File: src/hw/rtl/owum_pkg.sv
// ----------------------------------------------------------------------------
// owum_pkg
// Shared types and codes for the 1-Wire over UART master.
// ----------------------------------------------------------------------------
package owum_pkg;

  // Default depth of the write byte queue
  localparam int DATA_DEPTH_DEF = 16;

  // UART slot and command bytes
  localparam logic [7:0] BYTE_RESET     = 8'hF0;
  localparam logic [7:0] BYTE_ONE_SLOT  = 8'hFF;
  localparam logic [7:0] BYTE_ZERO_SLOT = 8'h00;
  localparam logic [7:0] CMD_MATCH_ROM  = 8'h55;
  localparam logic [7:0] CMD_SKIP_ROM   = 8'hCC;

  // Prefix sequencer positions, including the first and last of the eight address bytes
  localparam logic [3:0] PFX_MATCH = 4'd0;
  localparam logic [3:0] PFX_ADDR0 = 4'd1;
  localparam logic [3:0] PFX_ADDR7 = 4'd8;
  localparam logic [3:0] PFX_DONE  = 4'd9;
  localparam logic [3:0] PFX_SKIP  = 4'd10;

  // Input opcodes
  typedef enum logic [2:0] {
    OP_LOAD    = 3'd0,
    OP_BEGIN_W = 3'd1,
    OP_BEGIN_R = 3'd2,
    OP_ECHO    = 3'd3,
    OP_TX_EMPTY = 3'd4
  } op_t;

  // Rate select codes
  localparam logic [1:0] RSEL_KEEP  = 2'd0;
  localparam logic [1:0] RSEL_RESET = 2'd1;
  localparam logic [1:0] RSEL_DATA  = 2'd2;

  // Event codes
  localparam logic [1:0] EV_NONE    = 2'd0;
  localparam logic [1:0] EV_DONE    = 2'd1;
  localparam logic [1:0] EV_NO_PRES = 2'd2;

  // Status codes
  localparam logic [1:0] ST_IDLE = 2'd0;
  localparam logic [1:0] ST_BUSY = 2'd1;
  localparam logic [1:0] ST_ERR  = 2'd2;

  // One result item
  typedef struct packed {
    logic [1:0] status;
    logic [1:0] event_code;
    logic [7:0] rx_byte;
    logic       rx_valid;
    logic [1:0] rate_select;
    logic [7:0] tx_byte;
    logic       tx_valid;
  } res_t;

  // Result descriptor handed from the controller to the output serializer:
  // either one plain item, or a burst of eight slot items for one word
  typedef struct packed {
    logic       slots;
    logic       from_ram;
    logic [7:0] word;
    res_t       item;
  } desc_t;

endpackage

File: src/hw/rtl/owum_ram.sv
// ----------------------------------------------------------------------------
// owum_ram
// Generic single-write, single-read RAM with registered read data.
// ----------------------------------------------------------------------------
module owum_ram #(
  parameter int WIDTH = 8,
  parameter int DEPTH = 16,
  localparam int AW = (DEPTH > 1) ? $clog2(DEPTH) : 1
) (
  input  logic             clk,
  input  logic             we,
  input  logic [AW-1:0]    waddr,
  input  logic [WIDTH-1:0] wdata,
  input  logic             re,
  input  logic [AW-1:0]    raddr,
  output logic [WIDTH-1:0] rdata
);

  logic [WIDTH-1:0] mem [DEPTH];
  logic [WIDTH-1:0] rdata_r;

  // Write port
  always_ff @(posedge clk) begin
    if (we) begin
      mem[waddr] <= wdata;
    end
  end

  // Registered read port, holds between reads
  always_ff @(posedge clk) begin
    if (re) begin
      rdata_r <= mem[raddr];
    end
  end

  assign rdata = rdata_r;

endmodule

File: src/hw/rtl/owum_ctrl.sv
// ----------------------------------------------------------------------------
// owum_ctrl
// Transaction controller: decodes each input item, updates the bus state and
// the write queue pointers, drives the queue RAM and issues one result
// descriptor per item.
// ----------------------------------------------------------------------------
module owum_ctrl
  import owum_pkg::*;
#(
  parameter int DATA_DEPTH = DATA_DEPTH_DEF,
  localparam int AW  = (DATA_DEPTH > 1) ? $clog2(DATA_DEPTH) : 1,
  localparam int FW  = $clog2(DATA_DEPTH + 1),
  localparam int WLW = ($clog2(DATA_DEPTH + 10) > 8) ? $clog2(DATA_DEPTH + 10) : 8
) (
  input  logic          clk,
  input  logic          rst_n,
  // input items
  input  logic          in_valid,
  output logic          in_ready,
  input  logic [2:0]    opcode,
  input  logic [7:0]    data_byte,
  input  logic [7:0]    byte_count,
  input  logic [63:0]   match_address,
  // queue RAM
  output logic          ram_we,
  output logic [AW-1:0] ram_waddr,
  output logic [7:0]    ram_wdata,
  output logic          ram_re,
  output logic [AW-1:0] ram_raddr,
  // descriptor to the output serializer
  output logic          d_valid,
  output desc_t         d,
  input  logic          d_take
);

  typedef enum logic [2:0] {
    PH_IDLE  = 3'd0,
    PH_RESET = 3'd1,
    PH_TX    = 3'd2,
    PH_RX    = 3'd3,
    PH_ERR   = 3'd4
  } phase_t;

  phase_t        phase_r,  phase_nxt;
  logic [2:0]    bc_r,     bc_nxt;
  logic [7:0]    asm_r,    asm_nxt;
  logic [WLW-1:0] wl_r,    wl_nxt;
  logic [3:0]    pfx_r,    pfx_nxt;
  logic [7:0]    dummy_r,  dummy_nxt;
  logic [AW-1:0] head_r,   head_nxt;
  logic [FW-1:0] fill_r,   fill_nxt;
  logic          d_vld_r,  d_vld_nxt;
  desc_t         d_r,      d_nxt;

  logic          acc;
  logic          busy;
  logic          do_send;
  logic [1:0]    send_rate;
  logic [7:0]    asm_new;
  logic [FW:0]   wsum;
  logic [7:0][7:0] addr_bytes;

  assign in_ready   = !d_vld_r || d_take;
  assign acc        = in_valid && in_ready;
  assign busy       = (phase_r == PH_RESET) || (phase_r == PH_TX) || (phase_r == PH_RX);
  assign addr_bytes = match_address;
  assign ram_wdata  = data_byte;
  assign ram_raddr  = head_r;
  assign d_valid    = d_vld_r;
  assign d          = d_r;

  // Queue slot behind the last loaded byte, wrapped
  always_comb begin
    wsum = (FW+1)'(head_r) + (FW+1)'(fill_r);
    if (wsum >= (FW+1)'(DATA_DEPTH)) begin
      wsum = wsum - (FW+1)'(DATA_DEPTH);
    end
  end
  assign ram_waddr = AW'(wsum);

  // Step logic
  always_comb begin
    phase_nxt = phase_r;
    bc_nxt    = bc_r;
    asm_nxt   = asm_r;
    wl_nxt    = wl_r;
    pfx_nxt   = pfx_r;
    dummy_nxt = dummy_r;
    head_nxt  = head_r;
    fill_nxt  = fill_r;
    d_nxt     = d_r;
    ram_we    = 1'b0;
    ram_re    = 1'b0;
    do_send   = 1'b0;
    send_rate = RSEL_KEEP;
    asm_new   = asm_r;

    if (acc) begin
      d_nxt = '0;
      case (op_t'(opcode))
        OP_LOAD: begin
          if (!busy && (fill_r < FW'(DATA_DEPTH))) begin
            ram_we   = 1'b1;
            fill_nxt = fill_r + FW'(1);
          end
        end
        OP_BEGIN_W: begin
          if (!busy && (fill_r != '0)) begin
            bc_nxt = 3'd0;
            if (match_address != 64'd0) begin
              pfx_nxt = PFX_MATCH;
              wl_nxt  = WLW'(9) + WLW'(fill_r);
            end else begin
              pfx_nxt = PFX_SKIP;
              wl_nxt  = WLW'(1) + WLW'(fill_r);
            end
            phase_nxt              = PH_RESET;
            d_nxt.item.tx_valid    = 1'b1;
            d_nxt.item.tx_byte     = BYTE_RESET;
            d_nxt.item.rate_select = RSEL_RESET;
          end
        end
        OP_BEGIN_R: begin
          if (!busy && (byte_count != 8'd0)) begin
            head_nxt   = '0;
            fill_nxt   = '0;
            bc_nxt     = 3'd0;
            asm_nxt    = 8'd0;
            wl_nxt     = WLW'(byte_count);
            dummy_nxt  = byte_count - 8'd1;
            phase_nxt  = PH_RX;
            d_nxt.slots = 1'b1;
            d_nxt.word  = BYTE_ONE_SLOT;
          end
        end
        OP_ECHO: begin
          if (phase_r == PH_RESET) begin
            if (data_byte != BYTE_RESET) begin
              phase_nxt = PH_TX;
              do_send   = 1'b1;
              send_rate = RSEL_DATA;
            end else begin
              phase_nxt             = PH_ERR;
              d_nxt.item.event_code = EV_NO_PRES;
            end
          end else if ((phase_r == PH_TX) || (phase_r == PH_RX)) begin
            // Sample bit 0 of a read slot echo
            if ((phase_r == PH_RX) && data_byte[0]) begin
              asm_new = asm_r | (8'd1 << bc_r);
            end
            asm_nxt = asm_new;
            bc_nxt  = bc_r + 3'd1;
            if (bc_r == 3'd7) begin
              if (phase_r == PH_RX) begin
                d_nxt.item.rx_valid = 1'b1;
                d_nxt.item.rx_byte  = asm_new;
                asm_nxt             = 8'd0;
              end
              if (wl_r != '0) begin
                wl_nxt = wl_r - WLW'(1);
              end
              if ((wl_r == '0) || (wl_r == WLW'(1))) begin
                phase_nxt             = PH_IDLE;
                d_nxt.item.event_code = EV_DONE;
              end
            end
          end
        end
        OP_TX_EMPTY: begin
          do_send = 1'b1;
        end
        default: begin
        end
      endcase

      // Next bus word: ROM command, address bytes, then queued data; in a read, a read slot word
      if (do_send) begin
        if (phase_nxt == PH_TX) begin
          if (pfx_r == PFX_SKIP) begin
            d_nxt.slots = 1'b1;
            d_nxt.word  = CMD_SKIP_ROM;
            pfx_nxt     = PFX_DONE;
          end else if (pfx_r == PFX_MATCH) begin
            d_nxt.slots = 1'b1;
            d_nxt.word  = CMD_MATCH_ROM;
            pfx_nxt     = PFX_ADDR0;
          end else if ((pfx_r >= PFX_ADDR0) && (pfx_r <= PFX_ADDR7)) begin
            d_nxt.slots = 1'b1;
            d_nxt.word  = addr_bytes[3'(pfx_r - PFX_ADDR0)];
            pfx_nxt     = pfx_r + 4'd1;
          end else if (fill_r != '0) begin
            d_nxt.slots    = 1'b1;
            d_nxt.from_ram = 1'b1;
            ram_re         = 1'b1;
            head_nxt       = (head_r == AW'(DATA_DEPTH - 1)) ? '0 : head_r + AW'(1);
            fill_nxt       = fill_r - FW'(1);
          end
        end else if (phase_nxt == PH_RX) begin
          if (dummy_r != 8'd0) begin
            dummy_nxt   = dummy_r - 8'd1;
            d_nxt.slots = 1'b1;
            d_nxt.word  = BYTE_ONE_SLOT;
          end
        end
        d_nxt.item.rate_select = send_rate;
      end

      // Status as it stands after the step
      case (phase_nxt)
        PH_IDLE: d_nxt.item.status = ST_IDLE;
        PH_ERR:  d_nxt.item.status = ST_ERR;
        default: d_nxt.item.status = ST_BUSY;
      endcase
    end

    // Descriptor slot
    if (acc) begin
      d_vld_nxt = 1'b1;
    end else if (d_take) begin
      d_vld_nxt = 1'b0;
    end else begin
      d_vld_nxt = d_vld_r;
    end
  end

  // State and descriptor registers
  always_ff @(posedge clk) begin
    if (!rst_n) begin
      phase_r <= PH_IDLE;
      bc_r    <= 3'd0;
      asm_r   <= 8'd0;
      wl_r    <= '0;
      pfx_r   <= 4'd0;
      dummy_r <= 8'd0;
      head_r  <= '0;
      fill_r  <= '0;
      d_vld_r <= 1'b0;
    end else begin
      phase_r <= phase_nxt;
      bc_r    <= bc_nxt;
      asm_r   <= asm_nxt;
      wl_r    <= wl_nxt;
      pfx_r   <= pfx_nxt;
      dummy_r <= dummy_nxt;
      head_r  <= head_nxt;
      fill_r  <= fill_nxt;
      d_vld_r <= d_vld_nxt;
    end
    d_r <= d_nxt;
  end

endmodule

File: src/hw/rtl/owum_out.sv
// ----------------------------------------------------------------------------
// owum_out
// Output serializer: expands a descriptor into one item or into eight UART
// slot items, least significant bit first, and holds each until taken.
// ----------------------------------------------------------------------------
module owum_out
  import owum_pkg::*;
(
  input  logic       clk,
  input  logic       rst_n,
  input  logic       d_valid,
  input  desc_t      d,
  output logic       d_take,
  input  logic [7:0] ram_rdata,
  output logic       out_valid,
  input  logic       out_ready,
  output res_t       out_item,
  output logic       out_last
);

  logic       o_vld_r;
  logic       o_slots_r;
  logic [2:0] o_idx_r;
  logic [7:0] o_word_r;
  res_t       o_item_r;
  logic       last_item;
  logic       o_done;

  assign last_item = !o_slots_r || (o_idx_r == 3'd7);
  assign o_done    = o_vld_r && out_ready && last_item;
  assign d_take    = d_valid && (!o_vld_r || o_done);

  // Load a new descriptor, advance through the slots, drop when finished
  always_ff @(posedge clk) begin
    if (!rst_n) begin
      o_vld_r <= 1'b0;
      o_idx_r <= 3'd0;
    end else if (d_take) begin
      o_vld_r <= 1'b1;
      o_idx_r <= 3'd0;
    end else if (o_vld_r && out_ready && !last_item) begin
      o_idx_r <= o_idx_r + 3'd1;
    end else if (o_done) begin
      o_vld_r <= 1'b0;
    end
    if (d_take) begin
      o_slots_r <= d.slots;
      o_word_r  <= d.from_ram ? ram_rdata : d.word;
      o_item_r  <= d.item;
    end
  end

  // Present the current item
  always_comb begin
    out_item = o_item_r;
    out_last = last_item;
    if (o_slots_r) begin
      out_item             = '0;
      out_item.tx_valid    = 1'b1;
      out_item.tx_byte     = o_word_r[o_idx_r] ? BYTE_ONE_SLOT : BYTE_ZERO_SLOT;
      out_item.rate_select = (o_idx_r == 3'd0) ? o_item_r.rate_select : RSEL_KEEP;
      out_item.status      = o_item_r.status;
    end
  end

  assign out_valid = o_vld_r;

endmodule

File: src/hw/rtl/one_wire_over_uart_master.sv
// ----------------------------------------------------------------------------
// one_wire_over_uart_master
// 1-Wire bus master carried over a UART: reset/presence, ROM addressing,
// bit slots for writes and reads, with a queue of write bytes in RAM.
// ----------------------------------------------------------------------------
// Path: an input's first result item passes the controller's descriptor register
//   and the serializer's output register; a word's eight slot items then follow
//   one per cycle, and single-result inputs are taken one per cycle, while out_tready
//   is high; after a word, the next descriptor waits until all eight slot items are taken.
// Reset: rst_n clears the bus state, queue pointers and address register; the
//   queue RAM contents are not cleared.
module one_wire_over_uart_master
  import owum_pkg::*;
#(
  parameter int DATA_DEPTH = DATA_DEPTH_DEF
) (
  input  logic        clk,
  input  logic        rst_n,
  // input items
  input  logic        in_tvalid,
  output logic        in_tready,
  input  logic [23:0] in_tdata,    // opcode[2:0], data_byte[10:3], byte_count[18:11]
  // result items
  output logic        out_tvalid,
  input  logic        out_tready,
  output logic [23:0] out_tdata,   // tx_valid[0], tx_byte[8:1], rate_select[10:9],
                                   // rx_valid[11], rx_byte[19:12], event_code[21:20],
                                   // status[23:22]
  output logic        out_tlast,
  // configuration
  input  logic        cfg_psel,
  input  logic        cfg_penable,
  input  logic        cfg_pwrite,
  input  logic [3:0]  cfg_paddr,
  input  logic [63:0] cfg_pwdata,
  output logic [63:0] cfg_prdata,
  output logic        cfg_pready
);

  localparam int AW = (DATA_DEPTH > 1) ? $clog2(DATA_DEPTH) : 1;

  logic [63:0]   match_address_r;
  logic          ram_we;
  logic [AW-1:0] ram_waddr;
  logic [7:0]    ram_wdata;
  logic          ram_re;
  logic [AW-1:0] ram_raddr;
  logic [7:0]    ram_rdata;
  logic          d_valid;
  desc_t         d;
  logic          d_take;
  res_t          out_item;

  // Address register at byte offset zero
  assign cfg_pready = 1'b1;
  always_ff @(posedge clk) begin
    if (!rst_n) begin
      match_address_r <= 64'd0;
    end else if (cfg_psel && cfg_penable && cfg_pwrite && !cfg_paddr[3]) begin
      match_address_r <= cfg_pwdata;
    end
  end
  assign cfg_prdata = cfg_paddr[3] ? 64'd0 : match_address_r;

  owum_ctrl #(
    .DATA_DEPTH(DATA_DEPTH)
  ) u_ctrl (
    .clk          (clk),
    .rst_n        (rst_n),
    .in_valid     (in_tvalid),
    .in_ready     (in_tready),
    .opcode       (in_tdata[2:0]),
    .data_byte    (in_tdata[10:3]),
    .byte_count   (in_tdata[18:11]),
    .match_address(match_address_r),
    .ram_we       (ram_we),
    .ram_waddr    (ram_waddr),
    .ram_wdata    (ram_wdata),
    .ram_re       (ram_re),
    .ram_raddr    (ram_raddr),
    .d_valid      (d_valid),
    .d            (d),
    .d_take       (d_take)
  );

  owum_ram #(
    .WIDTH(8),
    .DEPTH(DATA_DEPTH)
  ) u_ram (
    .clk  (clk),
    .we   (ram_we),
    .waddr(ram_waddr),
    .wdata(ram_wdata),
    .re   (ram_re),
    .raddr(ram_raddr),
    .rdata(ram_rdata)
  );

  owum_out u_out (
    .clk      (clk),
    .rst_n    (rst_n),
    .d_valid  (d_valid),
    .d        (d),
    .d_take   (d_take),
    .ram_rdata(ram_rdata),
    .out_valid(out_tvalid),
    .out_ready(out_tready),
    .out_item (out_item),
    .out_last (out_tlast)
  );

  assign out_tdata = out_item;

endmodule

File: config.mk
export PLATFORM = sky130hd
export DESIGN_NAME = one_wire_over_uart_master
export DESIGN_NICKNAME = d
export VERILOG_FILES = /design/src/hw/rtl/owum_pkg.sv /design/src/hw/rtl/owum_ram.sv /design/src/hw/rtl/owum_ctrl.sv /design/src/hw/rtl/owum_out.sv /design/src/hw/rtl/one_wire_over_uart_master.sv
export SDC_FILE = /design/constraint.sdc
export NUM_CORES = 1
export LEC_CHECK = 0
export BUFFER_PORTS_ARGS = -buffer_cell sky130_fd_sc_hd__buf_2
export CORE_MARGIN = 10
export CORE_UTILIZATION = 25
export DETAILED_ROUTE_END_ITERATION = 16
export SLEW_MARGIN = 30
export SYNTH_ARGS = -nofsm -noshare
export SYNTH_HDL_FRONTEND = slang
export SYNTH_SLANG_ARGS = --single-unit
File: constraint.sdc
create_clock -name clk -period 4.4 [get_ports clk]
set_clock_uncertainty 0.05 [all_clocks]
set_input_delay 0.88 -clock clk [delete_from_list [all_inputs] [get_ports clk]]
set_output_delay 0.88 -clock clk [all_outputs]
set_load 0.02 [all_outputs]
==> run summary <==
worst-skew pair later-pin latency: 580 ps
Worst-path clk slew: 60 ps
GRT overflow: 0
max-cap check violation count: 0
Setup-failing EPs final: 0
share of layout cells above drive strength 1: 0.249
leak pwr: 0.00593 uW
asr flop ratio synth: 0
Net Sw Frac: 0.229
hpwl dp: 28.4 mm
Placeable Area: 0.0553 mm2
VDD IR-drop max: 0.294 mV
filler cell count: 5631
gr busiest metal: met2
FF-to-FF Start: u_ctrl.fill_r[0]
Synth Area in XOR/XNOR: 0.0100
slew margin rel.: 0.331
CP startpoint: u_ctrl.fill_r[0]
Post-Layout Cell Count: 2146
Reg2Reg Depth: 11
Iter 0 DRT Violations: 737
count of pins over their slew limit: 0
fin crit period: 3280 ps
Critical Path Source Type: flip-flop
largest net degree at the start of global routing: 67
initial core utilization: 0.253
part of the power in registers: 0.498
critical path capture point type: flip-flop
Hold Crit Class: reg -> reg
first-pass GRT wire length: 59.1 mm
Nets: 1498
Synth Area in Compound Gates: 0.0980
WS Path Type: reg -> reg
Yosys reg bits: 299
commonest non-fill, non-tap cell in the layout: edfxtp_1
Worst Path Arrival: 3710 ps
worst hold path cell count: 0
ANT nets after route: 0
met2 GRT Util: 0.195
RSZ-0062 raised after global routing: no
site row count: 86
Post-Route WL: 38.6 mm
syn nets: 1339
Overall Global Routing Usage: 0.111
DRT Pass-1 Iters: 5
Synth Area in Adders: 0.0247
H-tree levels: 1
main combinational cell family by area after synthesis: simple AND/OR/NAND/NOR gates
status: finished clean
Die Width: 257 um
Min Hold Slack: 368 ps
part of the Yosys area used for sequential elements: 0.562
Req. time, crit path: 4830 ps
CTS root buf: clkbuf_16
Gates resized, CTS repair: 0
M3 GR Usage: 0.0174
postcts setup bufs: 0
Post-Synthesis Cells: 1213
hold path startpoint: u_ctrl.d[18]
initial antenna violation count: 3
Syn Area/Cell: 11.5 um2
Die Y: 257 um
synth unique cells: 85
Max Fclk: 0.304 GHz
switching component of the power: 1410 uW
Layout area overhead: 19.6%
Final Hold Vio Count: 0
Int Pwr: 4750 uW
Residual DRC: 0
Cells after DPL: 2086
io pins: 191
drt wl/cell: 18.0 um
vias in the first global route: 10000
most frequent cells in the layout: 187 x edfxtp_1, 181 x buf_2, 177 x nand2_1
CTS tree: yes
die area: 0.0658 mm2
clk sinks: 299
vias per cell: 4.68
cell area after layout: 0.0167 mm2
TritonCTS Buffers: 31
routed via count: 10100
Max clock buf depth: 3
placed cell area: 0.0157 mm2
met1 usage: 0.139
Top FF cell, synth: edfxtp_1
Logic pwr share: 0.068
mux cell area share after synthesis: 0.112
setup tns final: 0 ps
crit share post-route: 0.747
Port Buffers: 181
RD Place Congestion: 0.845
Yosys warning count: 0
cell area after synthesis: 0.0140 mm2
Post-synth EDFFs: 187
Post-Synth Simple-Gate Area: 0.161
hold_buf cts: 0
Cell Pwr Density: 368 mW/mm2
slew at the pin closest to its max-slew limit: 991 ps
crit path max fanout: 11
clock share of power: 0.435
logic make-up after synthesis:
logic type,count (synthesis)
simple gates,454
compound gates,225
mux,83
buf+inv,108
other cells,1
fa+ha+maj,27
flops,299
xor+xnor,16
synth_stat cells, types with 4 or more instances:
cell / n / share of area
nor2_1: 79 / 0.021
mux2i_1: 13 / 0.0093
edfxtp_1: 187 / 0.40
a21oi_1: 127 / 0.045
dfxtp_1: 112 / 0.16
and3_1: 4 / 0.0018
nor3_1: 19 / 0.0068
o31ai_1: 5 / 0.0027
clkbuf_1: 51 / 0.014
o22ai_1: 6 / 0.0027
ha_1: 26 / 0.023
buf_4: 12 / 0.0064
or3_1: 11 / 0.0049
nand3_1: 17 / 0.0061
nand2_1: 177 / 0.047
mux2_2: 12 / 0.0097
nand4_1: 7 / 0.0031
inv_1: 28 / 0.0075
nor2b_1: 79 / 0.035
o21ai_0: 31 / 0.011
buf_1: 9 / 0.0024
a31oi_1: 10 / 0.0045
and2_1: 5 / 0.0022
or2_2: 4 / 0.0018
mux4_2: 58 / 0.093
o21a_1: 4 / 0.0021
xnor2_1: 11 / 0.0069
xor2_1: 5 / 0.0031
a211oi_1: 6 / 0.0032
nor4_1: 21 / 0.0094
nand2b_1: 4 / 0.0018
sequential cells by signal (all words and copies together), names as in the netlist, 5 cells and up:
register         count
u_ctrl.dummy_r       8
u_ram.rdata          8
u_ctrl.d            26
u_ctrl.asm_r         8
u_out.o_item_r      16
match_address_r     64
u_ctrl.wl_r          8
u_out.o_word_r       8
u_ctrl.fill_r        5
u_ram.mem          128
power by group through the flow:
stage          combinational (uW)  clock (uW)  sequential, uW
3_3_place_gp                  406           0            3120
4_1_cts                       415        2730            3060
3_5_place_dp                  413           0            3120
6_report                      416        2680            3060
2_1_floorplan                 257           0            3110
5_1_grt                       456        2850            3070
per-layer routing:
layer  wire (um)  up-vias
li1            -     4764
met1       16300     4954
met2       19600      281
met3        1800       51
met4         841        2
met5           7        -
final timing paths:
| check | end | slack, ps |
|---|---|---|
| min reg2reg | u_out.o_item_r[18] | 370 |
| max reg2reg | u_ctrl.ram_raddr[0] | 1120 |
| min | u_out.o_item_r[18] | 370 |
| max | u_ctrl.ram_raddr[0] | 1120 |
through the flow:
step | worst slack [ps] | total power, uW | utilization
global route | 922 | 6370 | 0.303
CTS | 1100 | 6210 | 0.302
global placement | 730 | 3530 | 0.283
floorplan | 356 | 3370 | -
detailed placement | 677 | 3540 | 0.283
finish | 1120 | 6160 | 0.303
worst max-delay path, stage by stage (launching register included):
cell      delay (ps)
dfxtp_1          450
inv_1            190
ha_1             170
nor4b_2          410
or3_4            240
inv_2             80
a211oi_2         330
o211ai_2         310
or2_2            420
inv_2            190
a21oi_1          100
a211oi_1         250
cell type report:
| class | count | area, um2 | share of cell area |
|---|---|---|---|
| inverter | 33 | 124 | 0.00740 |
| clock buffer | 41 | 835 | 0.0499 |
| multi-input combinational | 806 | 5690 | 0.340 |
| tap | 748 | 936 | 0.0559 |
| antenna | 2 | 5.00 | 0.000299 |
| clock inverter | 16 | 203 | 0.0121 |
| sequential | 299 | 7860 | 0.470 |
| timing repair buffer | 201 | 1090 | 0.0650 |
No activity file was read; power rests on OpenSTA's default activity.
